## src/hdl/sensor_frame_deframer_unit_assert.svh

```systemverilog
// Assertion helpers for the deframer top-level RTL.
`ifndef SENSOR_FRAME_DEFRAMER_UNIT_ASSERT_SVH
`define SENSOR_FRAME_DEFRAMER_UNIT_ASSERT_SVH

// Same-cycle implication, checked on every clock edge outside reset.
`define SFD_ASSERT_NOW(lbl, ante, cons, msg) \
  lbl: assert property (@(posedge clk) disable iff (rst) (ante) |-> (cons)) else $error(msg);

// Next-cycle implication, checked on every clock edge outside reset.
`define SFD_ASSERT_NEXT(lbl, ante, cons, msg) \
  lbl: assert property (@(posedge clk) disable iff (rst) (ante) |=> (cons)) else $error(msg);

`endif

```

## src/hdl/sfd_pkg.sv

```systemverilog
package sfd_pkg;

  localparam int BYTE_W  = 8;
  localparam int COUNT_W = 32;
  localparam int HEAD_W  = 16;
  localparam int DEG_W   = 38;
  localparam int OUT_TDATA_W = 104;
  localparam int OUT_PAD_W   = OUT_TDATA_W - (2 * DEG_W + HEAD_W + BYTE_W + 1);

  localparam logic [BYTE_W-1:0] SYNC_FIRST  = 8'hAA;
  localparam logic [BYTE_W-1:0] SYNC_SECOND = 8'h55;

  // Frame byte positions after the sync pair
  localparam logic [3:0] HEAD_LO_POS = 4'd8;
  localparam logic [3:0] CHECK_POS   = 4'd10;

  // count / 2048 * 360 * 256 reduces exactly to count * 45
  localparam logic signed [DEG_W-1:0] DEG_Q8_PER_COUNT = 38'sd45;

  typedef enum logic [2:0] {
    PH_HUNT   = 3'b001,
    PH_ARMED  = 3'b010,
    PH_GATHER = 3'b100
  } phase_t;

  typedef struct packed {
    logic [COUNT_W-1:0] left_count;
    logic [COUNT_W-1:0] right_count;
    logic [HEAD_W-1:0]  heading;
    logic [BYTE_W-1:0]  check_byte;
    logic               check_ok;
  } frame_t;

endpackage

```

## src/hdl/sfd_parser.sv

```systemverilog
module sfd_parser import sfd_pkg::*; (
  input  logic              clk,
  input  logic              rst,
  input  logic              in_valid,
  input  logic [BYTE_W-1:0] in_byte,
  output logic              in_take,
  output logic              res_valid,
  input  logic              res_ready,
  output frame_t            res
);

  phase_t             phase;
  logic [3:0]         pos;
  logic [COUNT_W-1:0] left_count;
  logic [COUNT_W-1:0] right_count;
  logic [HEAD_W-1:0]  heading_word;
  logic [BYTE_W-1:0]  running_xor;
  logic               is_check;
  logic               slot_free;

  // Only the check byte needs room in the result register
  assign is_check  = (phase == PH_GATHER) && (pos >= CHECK_POS);
  assign slot_free = !res_valid || res_ready;
  assign in_take   = in_valid && (!is_check || slot_free);

  always_ff @(posedge clk) begin
    if (rst) begin
      phase        <= PH_HUNT;
      pos          <= '0;
      left_count   <= '0;
      right_count  <= '0;
      heading_word <= '0;
      running_xor  <= '0;
      res_valid    <= 1'b0;
    end else begin
      if (res_valid && res_ready) begin
        res_valid <= 1'b0;
      end
      if (in_take) begin
        case (phase)
          PH_GATHER: begin
            if (is_check) begin
              res.left_count  <= left_count;
              res.right_count <= right_count;
              res.heading     <= heading_word;
              res.check_byte  <= in_byte;
              res.check_ok    <= (in_byte == running_xor);
              res_valid       <= 1'b1;
              phase           <= PH_HUNT;
              pos             <= '0;
            end else begin
              case (pos) inside
                [4'd0:4'd3]: begin
                  left_count[{pos[1:0], 3'b000} +: BYTE_W] <= in_byte;
                end
                [4'd4:4'd7]: begin
                  right_count[{pos[1:0], 3'b000} +: BYTE_W] <= in_byte;
                end
                HEAD_LO_POS: begin
                  heading_word[BYTE_W-1:0] <= in_byte;
                end
                default: begin
                  heading_word[HEAD_W-1:BYTE_W] <= in_byte;
                end
              endcase
              running_xor <= running_xor ^ in_byte;
              pos         <= pos + 4'd1;
            end
          end
          PH_ARMED: begin
            if (in_byte == SYNC_SECOND) begin
              phase       <= PH_GATHER;
              pos         <= '0;
              running_xor <= '0;
            end else if (in_byte != SYNC_FIRST) begin
              phase <= PH_HUNT;
            end
          end
          default: begin
            phase <= (in_byte == SYNC_FIRST) ? PH_ARMED : PH_HUNT;
          end
        endcase
      end
    end
  end

endmodule

```

## src/hdl/sfd_scale.sv

```systemverilog
module sfd_scale import sfd_pkg::*; (
  input  logic                   clk,
  input  logic                   rst,
  input  logic                   res_valid,
  output logic                   res_ready,
  input  frame_t                 res,
  output logic                   m_tvalid,
  input  logic                   m_tready,
  output logic [OUT_TDATA_W-1:0] m_tdata
);

  logic signed [DEG_W-1:0] left_ext;
  logic signed [DEG_W-1:0] right_ext;
  logic signed [DEG_W-1:0] left_deg;
  logic signed [DEG_W-1:0] right_deg;

  // Sign-extend to the result width first so the product wraps at 38 bits
  assign left_ext  = {{(DEG_W-COUNT_W){res.left_count[COUNT_W-1]}}, res.left_count};
  assign right_ext = {{(DEG_W-COUNT_W){res.right_count[COUNT_W-1]}}, res.right_count};
  assign left_deg  = left_ext * DEG_Q8_PER_COUNT;
  assign right_deg = right_ext * DEG_Q8_PER_COUNT;

  assign res_ready = !m_tvalid || m_tready;

  always_ff @(posedge clk) begin
    if (rst) begin
      m_tvalid <= 1'b0;
    end else if (res_ready) begin
      m_tvalid <= res_valid;
    end
  end

  always_ff @(posedge clk) begin
    if (res_ready && res_valid) begin
      m_tdata <= {{OUT_PAD_W{1'b0}}, res.check_ok, res.check_byte, res.heading,
                  right_deg, left_deg};
    end
  end

endmodule

```

## src/hdl/sensor_frame_deframer_unit.sv

```systemverilog
// Sync-word frame parser for a serial sensor byte stream.
//
// Slave channel (s_*): one received byte per transfer. Master channel (m_*):
// one transfer per completed frame carrying both encoder angles (count * 45,
// degrees in Q8), the raw heading in tenths, the received check byte and a
// flag telling whether it matches the XOR of the ten payload bytes.
//
// A frame is 0xAA 0x55 followed by eleven bytes; a repeated 0xAA keeps the
// hunt armed, any other byte drops back to hunting. Inside a frame every
// byte is data. A bad check byte still produces a result with check_ok low.
//
// Throughput: one byte per cycle while no check byte is held. Path: a
// result goes from the check byte in the input register to the parser
// result register, then via the scaling multiply into the output register.
// Stall: bytes that end no frame keep flowing while a result waits on
// m_tready; only a check byte is held in the input register until the
// result register has room, which then drops s_tready.
// Reset: synchronous, active high; clears the hunt state and all valids.
`include "sensor_frame_deframer_unit_assert.svh"

module sensor_frame_deframer_unit import sfd_pkg::*; (
  input  logic                   clk,
  input  logic                   rst,
  input  logic                   s_tvalid,
  output logic                   s_tready,
  input  logic [BYTE_W-1:0]      s_tdata,  // [7:0] data_byte
  output logic                   m_tvalid,
  input  logic                   m_tready,
  // [37:0] left_deg_q8, [75:38] right_deg_q8, [91:76] heading_tenths,
  // [99:92] check_byte, [100] check_ok, [103:101] zero
  output logic [OUT_TDATA_W-1:0] m_tdata
);

  logic              in_valid;
  logic [BYTE_W-1:0] in_byte;
  logic              in_take;
  logic              p_valid;
  logic              p_ready;
  frame_t            p_res;

  // Input register: refill whenever the held byte moves on or none is held
  assign s_tready = !in_valid || in_take;

  always_ff @(posedge clk) begin
    if (rst) begin
      in_valid <= 1'b0;
    end else if (s_tready) begin
      in_valid <= s_tvalid;
    end
  end

  always_ff @(posedge clk) begin
    if (s_tvalid && s_tready) begin
      in_byte <= s_tdata;
    end
  end

  // Hunt for sync, gather fields, latch the raw frame
  sfd_parser u_parser (
    .clk       (clk),
    .rst       (rst),
    .in_valid  (in_valid),
    .in_byte   (in_byte),
    .in_take   (in_take),
    .res_valid (p_valid),
    .res_ready (p_ready),
    .res       (p_res)
  );

  // Scale counts to degrees and drive the output register
  sfd_scale u_scale (
    .clk       (clk),
    .rst       (rst),
    .res_valid (p_valid),
    .res_ready (p_ready),
    .res       (p_res),
    .m_tvalid  (m_tvalid),
    .m_tready  (m_tready),
    .m_tdata   (m_tdata)
  );

  // A stalled slave side always means a byte is held
  `SFD_ASSERT_NOW(a_stall_holds_byte, !s_tready, in_valid, "s_tready low with empty input register")
  // A frame handed to the scaler shows up on the master side next cycle
  `SFD_ASSERT_NEXT(a_frame_to_output, p_valid && p_ready, m_tvalid, "frame lost on way to output")
  // Heading passes through the scaler unchanged
  `SFD_ASSERT_NEXT(a_heading_kept, p_valid && p_ready, m_tdata[91:76] == $past(p_res.heading), "heading corrupted in scaler")

endmodule

```

## config.mk

```make
export PLATFORM = sky130hd
export DESIGN_NAME = sensor_frame_deframer_unit
export DESIGN_NICKNAME = d
export VERILOG_FILES = /design/src/hdl/sfd_pkg.sv /design/src/hdl/sfd_parser.sv /design/src/hdl/sfd_scale.sv /design/src/hdl/sensor_frame_deframer_unit.sv
export VERILOG_INCLUDE_DIRS = /design/src /design/src/hdl
export SDC_FILE = /design/constraint.sdc
export NUM_CORES = 1
export LEC_CHECK = 0
export BUFFER_PORTS_ARGS = -buffer_cell sky130_fd_sc_hd__buf_2
export CAP_MARGIN = 20
export CORE_ASPECT_RATIO = 1.75
export CORE_MARGIN = 3
export CORE_UTILIZATION = 50
export CTS_CLUSTER_SIZE = 20
export DETAILED_ROUTE_END_ITERATION = 8
export PLACE_DENSITY = 0.68
export SLEW_MARGIN = 0
export SYNTH_ARGS = -nofsm -noshare
export SYNTH_HDL_FRONTEND = slang
export SYNTH_HIERARCHICAL = 1
export SYNTH_SLANG_ARGS = --single-unit
```

## constraint.sdc

```tcl
create_clock -name clk -period 16.3 [get_ports clk]
set_input_delay 1.63 -clock clk [delete_from_list [all_inputs] [get_ports clk]]
set_output_delay 1.63 -clock clk [all_outputs]
set_load 0.05 [all_outputs]
```

======== Word level (Yosys, flattened, before mapping) ========
Index checks and enable logic that the tools add are counted.
word-level totals
  flip-flop bits (word level) ............. 296
  logic and storage cells ................. 85
cells by class
  $add $sub $neg .......................... 2
  multiply operators ...................... 2
  magnitude comparators ................... 5
  equality and inequality tests ........... 11
  shifts and indexed selects .............. 2
  muxes and demuxes ....................... 17
  bitwise operators ....................... 6
  reductions and logical operators ........ 23
operators by type and width
  kind                      number
  $mul A32 B7 Y38 const B   2
  $bwmux W32                2
  $shift A8 B7 Y32 const A  1
  $shiftx A8 B7 Y32         1
  $mux W8                   2
  $pmux W8 S2               1
  $reduce_and A4 Y1         3
  $reduce_and A6 Y1         2
  $mux W3                   3
  $eq A8 B7 Y1 const B      1
  $eq A8 B8 Y1              1
  $eq A8 B8 Y1 const B      1
  $mux W4                   2
  $ne A8 B8 Y1 const B      1
  $pmux W4 S2               1
  $xor A8 B8 Y8             1
  $neg A5 Y7                1
  $logic_and A1 B1 Y1       6
  $pmux W3 S2               1
  $reduce_and A3 Y1         2
  $not A1 Y1                5
  $reduce_and A5 Y1         1
  $add A4 B1 Y4 const B     1
  $eq A4 B4 Y1 const B      1
  other kinds (15)          25

======== Logic depth before layout (Yosys ltp) ========
  depth after elaboration ................. 7
  mapped depth ............................ 16
  mapped depth without buffers ............ 15

======== Cells and area by module ========
Netlist, hierarchy kept.
modules (own cells, without submodules)
  module                      instances  cells an instance  area an instance (um^2)  sequential area each (um^2)
  sfd_scale                   1          1,135              11,765.0                 3,052.9
  sfd_parser                  1          525                6,826.5                  4,594.4
  sensor_frame_deframer_unit  1          13                 295.3                    260.2

======== Worst setup path after synthesis ========
Ideal clock, no wire load.
  path kind ............................... in2reg
  start ................................... in rst
  end ..................................... reg, netlist name u_parser/res[0]
  setup time .............................. 755 ps
  data arrival time ....................... 10,477 ps
  required time ........................... 15,545 ps
  path slack .............................. 5,068 ps
  cell stages on the path ................. 3
  path buffers ............................ 2
  cells stage by stage .................... clkbuf_1 -> clkbuf_1 -> nor4_1
on the way
  cells in the longest elaborated chain, start to end .. 2
RTL lines
  what                         line                              RTL
  start, declared              sensor_frame_deframer_unit.sv:23  input logic rst,
  $not A1 Y1 (no line)         --
  $reduce_and A4 Y1 (no line)  --
No other way between the ends.
A chain may end at the register's enable or synchronous reset.

======== Final worst setup path ========
  start ................................... reg, netlist name u_parser/res[30]
  end ..................................... reg u_scale.m_tdata[73] (data pin)
on the way
  cells in the longest elaborated chain, start to end .. 1
RTL lines
  what                       line             RTL
  $mul A32 B7 Y38            sfd_scale.sv:21  assign right_deg = right_ext * DEG_Q8_PER_COUNT;
  via u_scale.right_deg[35]  sfd_scale.sv:15  logic signed [DEG_W-1:0] right_deg;
  end signal, assigned       sfd_scale.sv:35  m_tdata <= {{OUT_PAD_W{1'b0}}, res.check_ok, res.check_byte, res.heading,
  end, declared              sfd_scale.sv:9   output logic [OUT_TDATA_W-1:0] m_tdata
The timed path passes the listed nets, and every way through them passes these cells.

==> results.md <==
* Status: completed
* CP arrival at just over 5 ns
* CP peak stage delay at 0.58 ns
* Final WL at around 37 mm
* Async SR Flop Fraction at 0
* Clock buffer count from CTS at 28
* Post-route cell area at 20900 sq um
* CTS tree: done
* Initial Utilization at 0.510
* Crit share post-route at 0.295
* Max Freq at 0.208 GHz
* Worst setup EP type: flip-flop
* Average size of a mapped cell at 11.3 sq um
* # nets final at around 2100
* Die Ht at 263 um
* Chip width at 153 um
* Mapped cell area at 18900 sq um
* Number of iterations in the first detailed-routing pass at 4
* Measured slew at the worst slew-check pin at around 1.1 ns
* Antenna violations before repair at 0
* CP Max Fanout at 4
* Root Buffer: clkbuf_16
* Critical-path cell list: ha_1, ha_1, fa_1, inv_1, fa_1, inv_1, ha_1, o21ai_0, o211ai_1, a32oi_1, a21oi_1, nor2b_1, o31ai_1, or2_2, xor2_1
* DRC at 0
* Placed cells at 2225
* HPWL Detailed at 28.5 mm
* Vias in the first global route at 12604
* Pin count of the biggest net entering global routing at roughly 100
* WHS Path Cells at 0
* Die area at between 40000 and 50000 sq um
* Share of cells above drive strength 1 at 0.109
* EDFF count, synth at roughly 200
* Cell mode on critical path: ha_1
* Maximum clock path buffer count at 3
* Max Slew Vio Count at 0
* Worst path bufs/invs at 2
* Setup TNS at 0 ns
* Core area at 37000 sq um
* Synth area leader: edfxtp_1
* DP Worst Slack at 11.47 ns
* Layout Area Growth over Synthesis at 10.7%
* Minimum clock period at 4.81 ns
* Synth warn at 6
* Synth top area share at 0.315
* Final Setup Violations at 0
* Required @ worst endpoint at 16.61 ns
* Total of max-cap violations at 0
* Worst setup path category: reg -> reg
* Crit-path leading delay family: adder cells
* Clk slew on worst S/H paths at 0.07 ns
* # rows at 93
* DP Area at 19900 sq um
* Slew HR at 0.289
* Sequential Power Share at 0.534
* CP Launch Type: flip-flop
* Synth Flop Type: edfxtp_1
* Routed length per instance at 16.4 um
* Mapped Cells at 1673
* Post-route ant nets at 0
* Via density at 5.29
* Internal power at 1200 uW
* RSZ-0062 raised after global routing: no
* Lkg Pwr at 0.00937 uW
* Via count at 12049
* # IOs at 118
* Setup Skew at ~0.018 ns
* Port bufs at approximately 110
* Yosys cell types at 78
* Final setup margin at approximately 11 ns
* Post-CTS Resized at 0
* Logic pwr share at 0.010
* VDD IR-drop max at 95.6 uV
* Yosys reg bits at 296
* CTS Hold Buffers Added at 0
* Non-Filler Instances at roughly 2300
* Setup Fix Bufs, Post-CTS at 0
* DR iter-0 viols at 392
* Pwr per Cell Area at 71.8 nW/um^2
* First-pass GRT wire length at between 60 and 70 mm
* Net Sw Frac at 0.198
* Gr usage total at 0.186
* Total congestion overflow at 0
* Switch Pwr at 297 uW
* Sink Count at 296
* H-tree depth at 1
* Worst reg2reg path depth at 15
* Hold Path Class: reg -> reg
* Antenna Cells at 0
* Hold Fails Final Rpt at 0
* Register area share after synthesis at 0.419
* Routability cong. at 0.903
* Synth top area cells: edfxtp_1 31%, ha_1 14%, fa_1 13%
* Fillers at 3224
* Clk pwr share at 0.456
* Clk Latency, worst-skew pair at roughly 0.55 ns
* CP max stage cell: o31ai_1
* WP depth at 15
[routing by layer]
metal	GRT usage	routed length [um]	up-vias
li1	-	-	5907
met1	0.209	14500	5863
met2	0.360	20500	204
met3	0.0222	1230	75
met4	0.0595	1110	0
met5	0	0	-
[logic make-up (layout without fill, tap and decap cells)]
kind of cell | Yosys count | after routing | synth area share
buffers and inverters | 338 | 464 | 0.0687
and+or+nand+nor | 317 | 317 | 0.0886
other | 1 | 3 | 0.000199
DFF | 296 | 296 | 0.419
AOI/OAI and AO/OA | 254 | 254 | 0.0904
xor gates and xnor gates | 76 | 76 | 0.0352
adders and majority gates | 327 | 327 | 0.264
muxes | 64 | 64 | 0.0339
[cell usage after synthesis, types with 3 or more instances]
cell      number
inv_1        291
ha_1         207
edfxtp_1     198
fa_1         120
nor2_1       102
dfxtp_1       98
a21oi_1       75
mux2i_1       64
xnor2_1       55
nand2_1       53
o21ai_0       49
clkbuf_1      35
and2_1        30
nand3_1       30
a21o_1        28
xor2_1        21
nand2b_1      17
nand4_1       12
a31oi_1       11
nor3_1        11
o21bai_1      11
a311oi_1      10
or3_1         10
nand3b_1       9
a211oi_1       8
buf_2          8
o21a_1         8
o211ai_1       7
o31ai_1        7
and3_1         5
nor2b_1        5
nor3b_1        5
nor4b_1        5
nand4b_1       4
a221oi_1       3
a31o_2         3
a41oi_1        3
buf_4          3
o21ai_1        3
or2_2          3
[worst register-to-register path, delay by kind of cell, from the launching register on]
family          cells  cell delay [ns]
simple gates        2             0.35
flops               1             0.47
buf+inv             2             0.09
fa+ha+maj           5             1.98
xor+xnor            1             0.06
compound gates      5             1.62
[power by group through the flow]
stage                     sequential, uW  combinational (uW)  clock (uW)
after detailed placement             818                14.8           0
after global placement               818                14.6           0
after global routing                 801                16.1         737
final                                802                14.7         684
after CTS                            801                14.8         704
after floorplan                      811                13.9           0
[cell type report]
class	instances	area [sq um]	share of cell area
clock buffers	32	737	0.0352
flip-flops and latches	296	7910	0.378
well taps	475	594	0.0284
clock inverters	19	231	0.0111
repair buffers	122	631	0.0302
multi-input cells	1041	9720	0.465
inverters	291	1090	0.0522
[flip-flops by register name, summed over array words and instances (netlist names), 4 cells and up]
register and cells:
u_parser/res 89, in_byte 8, u_parser/left_count 32, u_scale/m_tdata 101, u_parser/running_xor 8, u_parser/right_count 32
u_parser/heading_word 16, u_parser/pos 4
[final timing paths]
kind / start / to / slack, ns
max: u_parser/res[30] / u_scale/m_tdata[73] / 11.49
min reg2reg: u_parser/res[7] / u_scale/m_tdata[98] / 0.42
min: u_parser/res[7] / u_scale/m_tdata[98] / 0.42
max reg2reg: u_parser/res[30] / u_scale/m_tdata[73] / 11.49
[through the flow]
stage	hold WS, ns	utilization	power [uW]
global placement	0.402	0.539	832
floorplan	0.400	-	825
CTS	0.418	0.565	1520
global route	0.424	0.565	1550
finish	0.422	0.565	1500
detailed placement	0.408	0.539	833
[placed cells by master, fill, tap and decap left out, types with 17 or more instances in the layout]
cell type / n
buf_2: 114
o21ai_0: 49
ha_1: 207
xnor2_1: 55
clkbuf_16: 29
nand2_1: 53
nand3_1: 30
a21oi_1: 75
inv_1: 291
xor2_1: 21
a21o_1: 28
dfxtp_1: 98
and2_1: 29
edfxtp_1: 198
fa_1: 120
nor2_1: 102
mux2i_1: 64
nand2b_1: 17
Note: power is estimated with default switching activity, not from simulation.
